<file path="src/hdl/lfd_pkg.sv">
// Package for the laser frame decoder: frame geometry, marker bytes,
// sequencer state and shared adder request types. No dependencies.
package lfd_pkg;

    localparam int FRAME_LENGTH = 22;
    localparam int ADDR_W       = 5;
    localparam int ACC_W        = 26;   // ten shifted 16-bit words fit in 26 bits
    localparam int SUM_W        = 15;

    localparam logic [7:0] START_MARK = 8'hFA;
    localparam logic [7:0] INDEX_BIAS = 8'hA0;
    localparam logic [7:0] INDEX_LAST = 8'hF9;   // bias plus 89

    localparam logic [ADDR_W-1:0] CHECK_BASE = ADDR_W'(20);
    localparam logic [ADDR_W-1:0] CHECK_HI   = ADDR_W'(21);
    localparam logic [ADDR_W-1:0] INDEX_POS  = ADDR_W'(1);
    localparam logic [ADDR_W-1:0] DATA_BASE  = ADDR_W'(4);
    localparam logic [ADDR_W-1:0] FULL_COUNT = ADDR_W'(FRAME_LENGTH);

    typedef enum logic [2:0] {
        ST_IDLE,
        ST_CHECK,
        ST_FOLD,
        ST_VERIFY,
        ST_LOAD,
        ST_OUT,
        ST_DONE
    } t_state;

    typedef enum logic [1:0] {
        ALU_ACC_LO,
        ALU_ACC_HI,
        ALU_FOLD
    } t_alu_op;

    typedef struct packed {
        t_alu_op          op;
        logic [ACC_W-1:0] acc;
        logic [7:0]       data;
    } t_alu_req;

endpackage

</file>
<file path="src/hdl/lfd_in_if.sv">
// Input byte channel of the laser frame decoder: valid/ready plus one
// received byte. No dependencies.
interface lfd_in_if;
    logic       valid;
    logic       ready;
    logic [7:0] rx_byte;

    modport source(output valid, output rx_byte, input ready);
    modport sink(input valid, input rx_byte, output ready);
endinterface

</file>
<file path="src/hdl/lfd_out_if.sv">
// Reading channel of the laser frame decoder: valid/ready plus one
// decoded reading. No dependencies.
interface lfd_out_if;
    logic        valid;
    logic        ready;
    logic [8:0]  angle_deg;
    logic [13:0] range_mm;
    logic [15:0] strength;
    logic        reading_ok;
    logic        scan_begin;
    logic        last_reading;

    modport source(output valid, output angle_deg, output range_mm, output strength,
                   output reading_ok, output scan_begin, output last_reading,
                   input ready);
    modport sink(input valid, input angle_deg, input range_mm, input strength,
                 input reading_ok, input scan_begin, input last_reading,
                 output ready);
endinterface

</file>
<file path="src/hdl/lfd_alu.sv">
// Shared shift-and-add unit for the checksum fold.
// Depends on lfd_pkg for the request struct and widths.
module lfd_alu (
    input  lfd_pkg::t_alu_req               i_req,
    output logic [lfd_pkg::ACC_W-1:0]       o_sum
);
    import lfd_pkg::*;

    localparam int HI_PAD   = ACC_W - 16;
    localparam int LO_PAD   = ACC_W - 8;
    localparam int FOLD_PAD = ACC_W - SUM_W;

    logic [ACC_W-1:0] w_a;
    logic [ACC_W-1:0] w_b;

    always_comb begin
        case (i_req.op)
            ALU_ACC_LO: begin
                // start a new word: double the running sum, add the low byte
                w_a = {i_req.acc[ACC_W-2:0], 1'b0};
                w_b = {{LO_PAD{1'b0}}, i_req.data};
            end
            ALU_ACC_HI: begin
                w_a = i_req.acc;
                w_b = {{HI_PAD{1'b0}}, i_req.data, 8'h00};
            end
            ALU_FOLD: begin
                w_a = {{FOLD_PAD{1'b0}}, i_req.acc[SUM_W-1:0]};
                w_b = {{SUM_W{1'b0}}, i_req.acc[ACC_W-1:SUM_W]};
            end
            default: begin
                w_a = '0;
                w_b = '0;
            end
        endcase
    end

    assign o_sum = w_a + w_b;

endmodule

</file>
<file path="src/hdl/lidar_frame_decoder.sv">
// Sequence: an ordinary byte is taken while idle. A start byte that closes a
// full 22-byte frame starts the checksum work (each stored byte in turn through
// the single read port of the frame store, then fold, then verify), then each
// reading (four byte reads, then an offer that waits while the sink stalls),
// then storing the start byte. A rejected frame skips the readings. The shared
// adder does the checksum sums. Reset (synchronous, active low) empties the
// frame; store contents stay.
module lidar_frame_decoder (
    input  logic       i_clk,
    input  logic       i_rst_n,
    lfd_in_if.sink     i_in,
    lfd_out_if.source  o_out
);
    import lfd_pkg::*;

    localparam int IDX_W = 7;

    logic [7:0]        mem [FRAME_LENGTH];
    logic [7:0]        r_rd_data;

    t_state            r_state, n_state;
    logic [ADDR_W-1:0] r_fill, n_fill;
    logic [ADDR_W-1:0] r_pos, n_pos;
    logic              r_half, n_half;
    logic [1:0]        r_reading, n_reading;
    logic [ACC_W-1:0]  r_acc, n_acc;
    logic [7:0]        r_idx_byte, n_idx_byte;
    logic [15:0]       r_chk, n_chk;
    logic [IDX_W-1:0]  r_idx, n_idx;
    logic [7:0]        r_b0, n_b0;
    logic [7:0]        r_b1, n_b1;
    logic [15:0]       r_q, n_q;
    logic [7:0]        r_pending, n_pending;

    logic              w_in_acc;
    logic              w_out_acc;
    logic              w_we;
    logic [ADDR_W-1:0] w_waddr;
    logic [7:0]        w_wdata;
    logic              w_frame_ok;
    logic [7:0]        w_idx_diff;
    t_alu_req          w_alu_req;
    logic [ACC_W-1:0]  w_alu_sum;

    lfd_alu u_alu (
        .i_req (w_alu_req),
        .o_sum (w_alu_sum)
    );

    assign i_in.ready = (r_state == ST_IDLE);
    assign o_out.valid = (r_state == ST_OUT);
    assign w_in_acc  = i_in.valid && i_in.ready;
    assign w_out_acc = o_out.valid && o_out.ready;

    assign o_out.angle_deg    = {r_idx, r_reading};
    assign o_out.range_mm     = {r_b1[5:0], r_b0};
    assign o_out.strength     = r_q;
    assign o_out.reading_ok   = (r_b1[7:6] == 2'b00);
    assign o_out.scan_begin   = (r_idx == '0);
    assign o_out.last_reading = (r_reading == 2'd3);

    assign w_idx_diff = r_idx_byte - INDEX_BIAS;
    assign w_frame_ok = (r_chk == {1'b0, r_acc[SUM_W-1:0]})
                        && (r_idx_byte >= INDEX_BIAS) && (r_idx_byte <= INDEX_LAST);

    always_comb begin
        n_state    = r_state;
        n_fill     = r_fill;
        n_pos      = r_pos;
        n_half     = r_half;
        n_reading  = r_reading;
        n_acc      = r_acc;
        n_idx_byte = r_idx_byte;
        n_chk      = r_chk;
        n_idx      = r_idx;
        n_b0       = r_b0;
        n_b1       = r_b1;
        n_q        = r_q;
        n_pending  = r_pending;
        w_we       = 1'b0;
        w_waddr    = r_fill;
        w_wdata    = i_in.rx_byte;
        w_alu_req.op   = r_pos[0] ? ALU_ACC_HI : ALU_ACC_LO;
        w_alu_req.acc  = r_acc;
        w_alu_req.data = r_rd_data;

        case (r_state)
            ST_IDLE: begin
                if (w_in_acc) begin
                    if (i_in.rx_byte == START_MARK && r_fill == FULL_COUNT) begin
                        // hold the start byte until the old frame is read out
                        n_pending = i_in.rx_byte;
                        n_pos     = '0;
                        n_half    = 1'b0;
                        n_acc     = '0;
                        n_state   = ST_CHECK;
                    end else if (i_in.rx_byte == START_MARK) begin
                        w_we    = 1'b1;
                        w_waddr = '0;
                        n_fill  = ADDR_W'(1);
                    end else if (r_fill < FULL_COUNT) begin
                        w_we   = 1'b1;
                        n_fill = r_fill + 1'b1;
                    end
                end
            end
            ST_CHECK: begin
                n_half = !r_half;
                if (r_half) begin
                    if (r_pos < CHECK_BASE) begin
                        n_acc = w_alu_sum;
                    end
                    if (r_pos == INDEX_POS) begin
                        n_idx_byte = r_rd_data;
                    end
                    if (r_pos == CHECK_BASE) begin
                        n_chk[7:0] = r_rd_data;
                    end
                    if (r_pos == CHECK_HI) begin
                        n_chk[15:8] = r_rd_data;
                        n_state     = ST_FOLD;
                    end else begin
                        n_pos = r_pos + 1'b1;
                    end
                end
            end
            ST_FOLD: begin
                w_alu_req.op = ALU_FOLD;
                n_acc        = w_alu_sum;
                n_state      = ST_VERIFY;
            end
            ST_VERIFY: begin
                n_idx = w_idx_diff[IDX_W-1:0];
                if (w_frame_ok) begin
                    n_pos     = DATA_BASE;
                    n_half    = 1'b0;
                    n_reading = '0;
                    n_state   = ST_LOAD;
                end else begin
                    n_state = ST_DONE;
                end
            end
            ST_LOAD: begin
                n_half = !r_half;
                if (r_half) begin
                    n_pos = r_pos + 1'b1;
                    case (r_pos[1:0])
                        2'd0: n_b0 = r_rd_data;
                        2'd1: n_b1 = r_rd_data;
                        2'd2: n_q[7:0] = r_rd_data;
                        default: begin
                            n_q[15:8] = r_rd_data;
                            n_state   = ST_OUT;
                        end
                    endcase
                end
            end
            ST_OUT: begin
                if (w_out_acc) begin
                    if (r_reading == 2'd3) begin
                        n_state = ST_DONE;
                    end else begin
                        n_reading = r_reading + 1'b1;
                        n_half    = 1'b0;
                        n_state   = ST_LOAD;
                    end
                end
            end
            ST_DONE: begin
                // the start byte opens the next frame
                w_we    = 1'b1;
                w_waddr = '0;
                w_wdata = r_pending;
                n_fill  = ADDR_W'(1);
                n_state = ST_IDLE;
            end
            default: begin
                n_state = ST_IDLE;
            end
        endcase
    end

    always_ff @(posedge i_clk) begin
        if (!i_rst_n) begin
            r_state   <= ST_IDLE;
            r_fill    <= '0;
            r_pos     <= '0;
            r_half    <= 1'b0;
            r_reading <= '0;
        end else begin
            r_state   <= n_state;
            r_fill    <= n_fill;
            r_pos     <= n_pos;
            r_half    <= n_half;
            r_reading <= n_reading;
        end
    end

    always_ff @(posedge i_clk) begin
        r_acc      <= n_acc;
        r_idx_byte <= n_idx_byte;
        r_chk      <= n_chk;
        r_idx      <= n_idx;
        r_b0       <= n_b0;
        r_b1       <= n_b1;
        r_q        <= n_q;
        r_pending  <= n_pending;
    end

    always_ff @(posedge i_clk) begin
        if (w_we) begin
            mem[w_waddr] <= w_wdata;
        end
        r_rd_data <= mem[r_pos];
    end

    a_no_overlap: assert property (@(posedge i_clk) disable iff (!i_rst_n)
        o_out.valid |-> !i_in.ready)
        else $error("reading offered while a byte is taken");

    a_fill_bound: assert property (@(posedge i_clk) disable iff (!i_rst_n)
        r_fill <= FULL_COUNT)
        else $error("fill count beyond frame length");

    a_start_check: assert property (@(posedge i_clk) disable iff (!i_rst_n)
        (w_in_acc && i_in.rx_byte == START_MARK && r_fill == FULL_COUNT)
        |=> (r_state == ST_CHECK))
        else $error("full frame not checked on start byte");

    a_last_done: assert property (@(posedge i_clk) disable iff (!i_rst_n)
        (w_out_acc && o_out.last_reading) |=> (r_state == ST_DONE && r_fill == FULL_COUNT))
        else $error("frame not closed after fourth reading");

endmodule

</file>
<file path="src/flat_wrapper.sv">
// flat-port wrapper written by rule: the top's interface ports become plain ports
module lidar_frame_decoder_flat import lfd_pkg::*;
  (i_clk, i_rst_n, i_in_valid, i_in_rx_byte, i_in_ready, o_out_valid, o_out_angle_deg, o_out_range_mm, o_out_strength, o_out_reading_ok, o_out_scan_begin, o_out_last_reading, o_out_ready);
  lfd_in_if i_in_i ();
  lfd_out_if o_out_i ();
  input  logic i_clk;
  input  logic i_rst_n;
  input wire logic [$bits(i_in_i.valid)-1:0] i_in_valid;
  input wire logic [$bits(i_in_i.rx_byte)-1:0] i_in_rx_byte;
  output wire logic [$bits(i_in_i.ready)-1:0] i_in_ready;
  output wire logic [$bits(o_out_i.valid)-1:0] o_out_valid;
  output wire logic [$bits(o_out_i.angle_deg)-1:0] o_out_angle_deg;
  output wire logic [$bits(o_out_i.range_mm)-1:0] o_out_range_mm;
  output wire logic [$bits(o_out_i.strength)-1:0] o_out_strength;
  output wire logic [$bits(o_out_i.reading_ok)-1:0] o_out_reading_ok;
  output wire logic [$bits(o_out_i.scan_begin)-1:0] o_out_scan_begin;
  output wire logic [$bits(o_out_i.last_reading)-1:0] o_out_last_reading;
  input wire logic [$bits(o_out_i.ready)-1:0] o_out_ready;
  assign i_in_i.valid = i_in_valid;
  assign i_in_i.rx_byte = i_in_rx_byte;
  assign i_in_ready = i_in_i.ready;
  assign o_out_valid = o_out_i.valid;
  assign o_out_angle_deg = o_out_i.angle_deg;
  assign o_out_range_mm = o_out_i.range_mm;
  assign o_out_strength = o_out_i.strength;
  assign o_out_reading_ok = o_out_i.reading_ok;
  assign o_out_scan_begin = o_out_i.scan_begin;
  assign o_out_last_reading = o_out_i.last_reading;
  assign o_out_i.ready = o_out_ready;
  lidar_frame_decoder u_core (.i_clk(i_clk), .i_rst_n(i_rst_n), .i_in(i_in_i), .o_out(o_out_i));
endmodule
</file>
<file path="config.mk">
export PLATFORM = sky130hd
export DESIGN_NAME = lidar_frame_decoder_flat
export DESIGN_NICKNAME = d
export VERILOG_FILES = /design/src/hdl/lfd_pkg.sv /design/src/hdl/lfd_in_if.sv /design/src/hdl/lfd_out_if.sv /design/src/hdl/lfd_alu.sv /design/src/hdl/lidar_frame_decoder.sv /design/src/flat_wrapper.sv
export SDC_FILE = /design/constraint.sdc
export NUM_CORES = 1
export LEC_CHECK = 0
export BUFFER_PORTS_ARGS = -buffer_cell sky130_fd_sc_hd__buf_2
export CAP_MARGIN = 20
export CORE_MARGIN = 5
export CORE_UTILIZATION = 56
export DETAILED_ROUTE_END_ITERATION = 8
export PLACE_DENSITY = 0.82
export SLEW_MARGIN = 5
export SYNTH_ARGS = -nofsm -noshare
export SYNTH_HDL_FRONTEND = slang
export SYNTH_SLANG_ARGS = --single-unit
</file>
<file path="constraint.sdc">
create_clock -name i_clk -period 3.45 [get_ports i_clk]
set_input_delay 0.1725 -clock i_clk [delete_from_list [all_inputs] [get_ports i_clk]]
set_output_delay 0.1725 -clock i_clk [all_outputs]
set_load 0.005 [all_outputs]
</file>
Yosys cells after proc, flatten, opt, wreduce, memory -nomap -nowiden:

Memory sizes are Yosys's and may differ from the RTL's. A register that Yosys moved wholly into a read port is not among the register bits.
Index checks and enable logic that the tools add are counted.

* equality and inequality tests: 30
* mux-type cells: 53
* reduce and logical (&&, ||, !) cells: 32
* add/subtract/negate cells: 5
* $lt $le $gt $ge: 4
* bitwise logic cells: 1

Operator list (count)
* $pmux W26 S3: 2
* $mux W26: 4
* $mux W5: 13
* $pmux W16 S3: 1
* $add A26 B16 Y26: 1
* $reduce_and A3 Y1: 8
* $mux W3: 7
* $pmux W5 S2: 2
* $pmux W5 S4: 1
* $pmux W3 S6: 1
* $eq A16 B15 Y1: 1
* $eq A5 B5 Y1 const B: 3
* $ne A2 B2 Y1 const B: 7
* $reduce_and A7 Y1: 2
* $mux W1: 12
* $mux W2: 6
* $add A5 B1 Y5 const B: 2
* $lt A5 B5 Y1 const B: 2
* $ne A2 B1 Y1 const B: 5
* $eq A3 B3 Y1 const B: 3
* $eq A8 B8 Y1 const B: 1
* $ge A8 B8 Y1 const B: 1
* $le A8 B8 Y1 const B: 1
* $mux W8: 1
* 25 further kinds: 38

* memories: 1
* RAM bits: 176
* output and inout bits: 44
* register bits after elaboration: 113
* input port bits: 12

Memories
* u_core.mem: depth 22, width 8, read ports 1, clocked after Yosys merged registers in 1, write ports 1, RTL line lidar_frame_decoder.sv:18 `logic [7:0] mem [FRAME_LENGTH];`

Logic depth before layout (Yosys ltp):

* depth in word-level cells: 8
* mapped depth: 16

Hierarchy:

A second synthesis with hierarchy kept.

* cell total of the unflattened synthesis: 940
* area, all modules: 13511.7 um2

By module, submodules not included
* lidar_frame_decoder: seq. area each 8678.3 um2, cells an instance 656, area each 11708.7 um2, times used 1
* lfd_alu: seq. area each 0.0 um2, cells an instance 284, area each 1803.0 um2, times used 1

Least setup slack after synthesis:

Ideal clock, no wire load.

* path kind: flip-flop to flip-flop
* start: register u_core.r_pos[0]
* end: register u_core.r_acc[25], data pin
* data arrival time: 3.508 ns
* stages on the path, launching flop included: 16
* setup slack: -0.322 ns
* library setup time: 0.263 ns
* path buffers: 6
* period minus slack after synthesis: 3.772 ns
* cells stage by stage: dfxtp_1 > buf_4 > buf_4 > buf_4 > buf_2 > buf_2 > buf_2 > nand2_1 > o21ai_0 > ha_1 > a21o_1 > a31oi_1 > o311ai_0 > a211oi_1 > nor3_1 > mux2i_1

* word-level cells in the longest chain between the ends: 8
* elaborated cells between the ends (all ways): 11
* those cells by class: add/sub (1); eq/ne (2); mux (7); reduce/logical (1)

Ends and longest elaborated chain
* start, declared: RTL line lidar_frame_decoder.sv:23 `logic [ADDR_W-1:0] r_pos, n_pos;`
* start signal, assigned: RTL line lidar_frame_decoder.sv:193 `r_pos <= n_pos;`
* $mux W1 (*): RTL line lidar_frame_decoder.sv:83 `w_alu_req.op = r_pos[0] ? ALU_ACC_HI : ALU_ACC_LO;`
* $mux W2 (*): RTL line lidar_frame_decoder.sv:87 `case (r_state)`
* $eq A2 B2 Y1 (tied with other cells): RTL line lfd_alu.sv:17 `case (i_req.op)`
* $pmux W26 S3 or $pmux W16 S3 (tied branches): RTL line lfd_alu.sv:17
* $add A26 B16 Y26 (*): RTL line lfd_alu.sv:38 `assign o_sum = w_a + w_b;`
* $mux W26: RTL line lidar_frame_decoder.sv:110 `if (r_pos < CHECK_BASE) begin`
* $mux W26: RTL line lidar_frame_decoder.sv:109 `if (r_half) begin`
* $pmux W26 S3 (*): RTL line lidar_frame_decoder.sv:87
* end signal, assigned: RTL line lidar_frame_decoder.sv:200 `r_acc <= n_acc;`
* end, declared: RTL line lidar_frame_decoder.sv:26 `logic [ACC_W-1:0] r_acc, n_acc;`

Mark *: on every way between the ends. The rest lies on a longest branch, timed or not. The select of a mux whose other input is x is not followed.
A chain may end at the register's enable or synchronous reset.

Worst setup path in the final report:

* start: register u_core.r_state[2]
* end: register u_core.r_acc[24], data pin

* word-level cells in the longest chain between the ends: 8
* elaborated cells between the ends (all ways): 13
* those cells by class: add/sub (1); eq/ne (4); mux (6); reduce/logical (2)

Ends and longest elaborated chain
* start, declared: RTL line lidar_frame_decoder.sv:21 `t_state r_state, n_state;`
* start signal, assigned: RTL line lidar_frame_decoder.sv:191 `r_state <= n_state;`
* $eq A3 B2 Y1: RTL line lidar_frame_decoder.sv:87
* $mux W2: RTL line lidar_frame_decoder.sv:87
* $eq A2 B2 Y1 (tied with other cells): RTL line lfd_alu.sv:17
* $pmux W26 S3 or $pmux W16 S3 (tied branches): RTL line lfd_alu.sv:17
* $add A26 B16 Y26: RTL line lfd_alu.sv:38
* $mux W26: RTL line lidar_frame_decoder.sv:110
* $mux W26: RTL line lidar_frame_decoder.sv:109
* $pmux W26 S3 (*): RTL line lidar_frame_decoder.sv:87

Marks and branches as above.

==> impl_results.md <==
- Status: complete, no violations
- Startpoint Class: flop
- Routed wire length: about 30000 um
- CP required: 3.87 ns
- Crit Path Class: reg2reg
- Clock Sink Count: around 300
- GRT overflow: 0
- Via density per instance: 6.14
- CTS tree: yes
- Tmin final: between 3 and 4 ns
- Filler instances: between 1500 and 2000
- Leak: 5.23 nW
- Post-CTS setup buffer count: 0
- Final hold vios: 0
- Slew Limit Fails: 0
- Synth Flop Type: edfxtp_1
- Initial Util: 0.566
- Post-route clock period utilization: 0.953
- Die width: 164 um
- Reg2Reg Depth: 13
- Register bit count reported by yosys: 297
- Detailed-route wire length per cell: about 22 um
- Final setup skew: 0.0196 ns
- Number of flops mapped to enable cells by yosys: 273
- Met1 Use GR: 0.337
- Vias: 8265
- ANT nets after route: 0
- Max-cap violations: 0
- Worst Setup Slack, final: 0.161 ns
- Setup_tns: 0 ns
- RSZ-0062 raised after global routing: no
- Clk_lat worst skew: 0.57 ns
- Hold WS: between 0.2 and 0.25 ns
- First-pass iteration count of the detailed router: 8
- First-pass GRT wire length: 47200 um
- Vias in the first global route: around 8000
- Fin area: 0.0151 sq mm
- Relative slew slack: 0.325
- Mapped Cells: 909
- Area after DPL: 0.0141 sq mm
- Clock transition at path regs: 0.06 ns
- Post-Syn Nets: 945
- Pre-CTS WS: 0.202 ns
- CTS buffer count: 29
- Met3 Use GR: 0.0379
- Worst-Margin Slew: between 1 and 1.5 ns
- Clock root buffer: clkbuf_16
- Area grow syn2layout: 14.2%
- Final setup vio count: 0
- Port bufs: 55
- Max IR drop VDD: around 0.00057 V
- HPWL after DPL: 19500 um
- Cell Area, Synth: 0.0132 sq mm
- M2 GR Usage: 0.366
- Nets: around 1000
- Avg Inst Size Synth: 14.6 sq um
- Post-synthesis sequential area ratio: 0.656
- Crit path max fanout: 34
- Layout cells sized above 1: 0.223
- GR peak layer: met2
- Core Area: 0.0234 sq mm
- I/O pin count: 56
- Distinct cells, synth: 60
- Worst min-delay path class: in2reg
- Largest net degree at the start of global routing: 54
- Clock tree buffer depth: 3
- Num rows: 56
- Final std cells w/o fill: 1347
- Area of the multi-input gates: 0.00423 sq mm
- Placer Congestion: 1.04
- Placed Instances: 1283
- Initial antenna violation count: 0
- Synth Warn #: 0
- Antenna diodes: 0
- H-tree depth: 1
- Worst Hold Depth: 5
- Die area: approximately 0.027 sq mm
- Setup slack, reg-to-reg: 0.16 ns
- Pwr dens: 485 mW/mm^2
- DRC: 0
- Reg area: ~0.0087 sq mm
- Die Y-Extent: 164 um
- WP data arrival: 3.71 ns
- GRT Total Usage: 0.229
- Iter 0 DRT Violations: 1177
- Crit end category: flop
- Asr flop ratio synth: 0
- Max frequency: 0.304 GHz
## stage by stage
stage | utilization | power (mW)
5_1_grt | 0.646 | 7.55
6_report | 0.646 | 7.34
4_1_cts | 0.646 | 7.38
3_5_place_dp | 0.600 | 4.21
2_1_floorplan | - | 4.13
3_3_place_gp | 0.600 | 4.20
## registers in the layout, summed over array words and instances, names as in the netlist
name / count
u_core.r_acc: 26
u_core.r_reading: 2
u_core.mem: 176
u_core.r_idx: 7
u_core.r_idx_byte: 8
u_core.r_fill: 5
u_core.r_b1: 8
u_core.r_state: 3
u_core.r_chk: 16
u_core.r_pending: 8
u_core.o_out.strength: 16
u_core.r_b0: 8
u_core.r_half: 1
u_core.r_pos: 5
u_core.r_rd_data: 8
## where the power goes
| group | switching [mW] | internal [mW] | total [mW] |
|---|---|---|---|
| registers | 0.0225 | 3.95 | 3.97 |
| clock network | 1.40 | 1.79 | 3.19 |
| logic | 0.115 | 0.0616 | 0.177 |
| total | 1.53 | 5.80 | 7.34 |
## final cells by class
cell class	count	area share
inverters	34	0.00844
repair buffers	110	0.0474
clock buffers	31	0.0485
flip-flops and latches	297	0.574
clock inverters	23	0.0154
multi-input cells	533	0.280
well taps	319	0.0264
## what timing repair did
action / 4_1_cts / 5_1_grt
hold buffers: 10 / 0
endpoints found under the setup margin: 0 / 1
endpoints found under the hold margin: 13 / 0
resized for setup: 0 / 1
## kinds of logic after synthesis
family,count (synthesis),share of synthesized area
flops,297,0.656
simple gates,250,0.0934
compound gates,140,0.0668
mux,90,0.115
buf+inv,79,0.0264
xor+xnor,29,0.0192
fa+ha+maj,24,0.0233
## final timing paths
path | startpoint | to
setup / recovery | u_core.r_state[2] | u_core.r_acc[24]
hold / removal | i_in_valid | u_core.r_fill[0]
setup reg to reg | u_core.r_state[2] | u_core.r_acc[24]
hold reg to reg | u_core.r_idx_byte[0] | u_core.r_idx[0]
## critical path, stage by stage, from the launching register on
cell and delay [ns]:
dfxtp_1 0.34, nor3b_4 0.24, buf_6 0.28, nand2_1 0.10, o21ai_0 0.09, ha_1 0.19, inv_1 0.05, fa_1 0.39
nand2b_1 0.18, a21oi_1 0.24, o211ai_1 0.17, o211a_1 0.24, or4_1 0.48, a21oi_1 0.15
## layout by cell type (no fill, tap or decap), types with 22 or more instances in the layout
cell / n
a21oi_1: 35
buf_2: 55
buf_4: 44
clkbuf_16: 29
dfxtp_1: 22
edfxtp_1: 273
ha_1: 23
inv_1: 34
mux4_2: 48
nand2_1: 78
nor2_1: 60
o21ai_0: 40
## synth_stat cells (5+ instances only)
| cell type | count | area share |
|---|---|---|
| and3_1 | 13 | 0.0061 |
| a21oi_1 | 35 | 0.013 |
| nor3_1 | 18 | 0.0068 |
| mux2_2 | 21 | 0.018 |
| edfxtp_1 | 273 | 0.62 |
| nor2b_1 | 5 | 0.0024 |
| nand2_1 | 78 | 0.022 |
| a31oi_1 | 6 | 0.0028 |
| xor2_1 | 9 | 0.0060 |
| buf_1 | 5 | 0.0014 |
| or3_1 | 9 | 0.0043 |
| nor2_1 | 61 | 0.017 |
| o211ai_1 | 11 | 0.0062 |
| nand4_1 | 16 | 0.0076 |
| xnor2_1 | 20 | 0.013 |
| dfxtp_1 | 24 | 0.036 |
| o21ai_0 | 40 | 0.015 |
| mux4_2 | 48 | 0.082 |
| a211o_1 | 5 | 0.0033 |
| a21o_1 | 8 | 0.0045 |
| clkbuf_1 | 23 | 0.0065 |
| a211oi_1 | 8 | 0.0045 |
| inv_1 | 34 | 0.0096 |
| o21a_1 | 6 | 0.0034 |
| buf_2 | 6 | 0.0023 |
| ha_1 | 23 | 0.022 |
| mux2i_1 | 21 | 0.016 |
| buf_4 | 10 | 0.0057 |
| nand3_1 | 15 | 0.0057 |
## per-layer routing
| metal | part of all wire | vias up |
|---|---|---|
| met1 | 0.41 | 4027 |
| met4 | 0.017 | 0 |
| met3 | 0.10 | 55 |
| met2 | 0.47 | 499 |
| li1 | - | 3684 |
| met5 | 0 | - |
(Power assumes the default switching activity.)
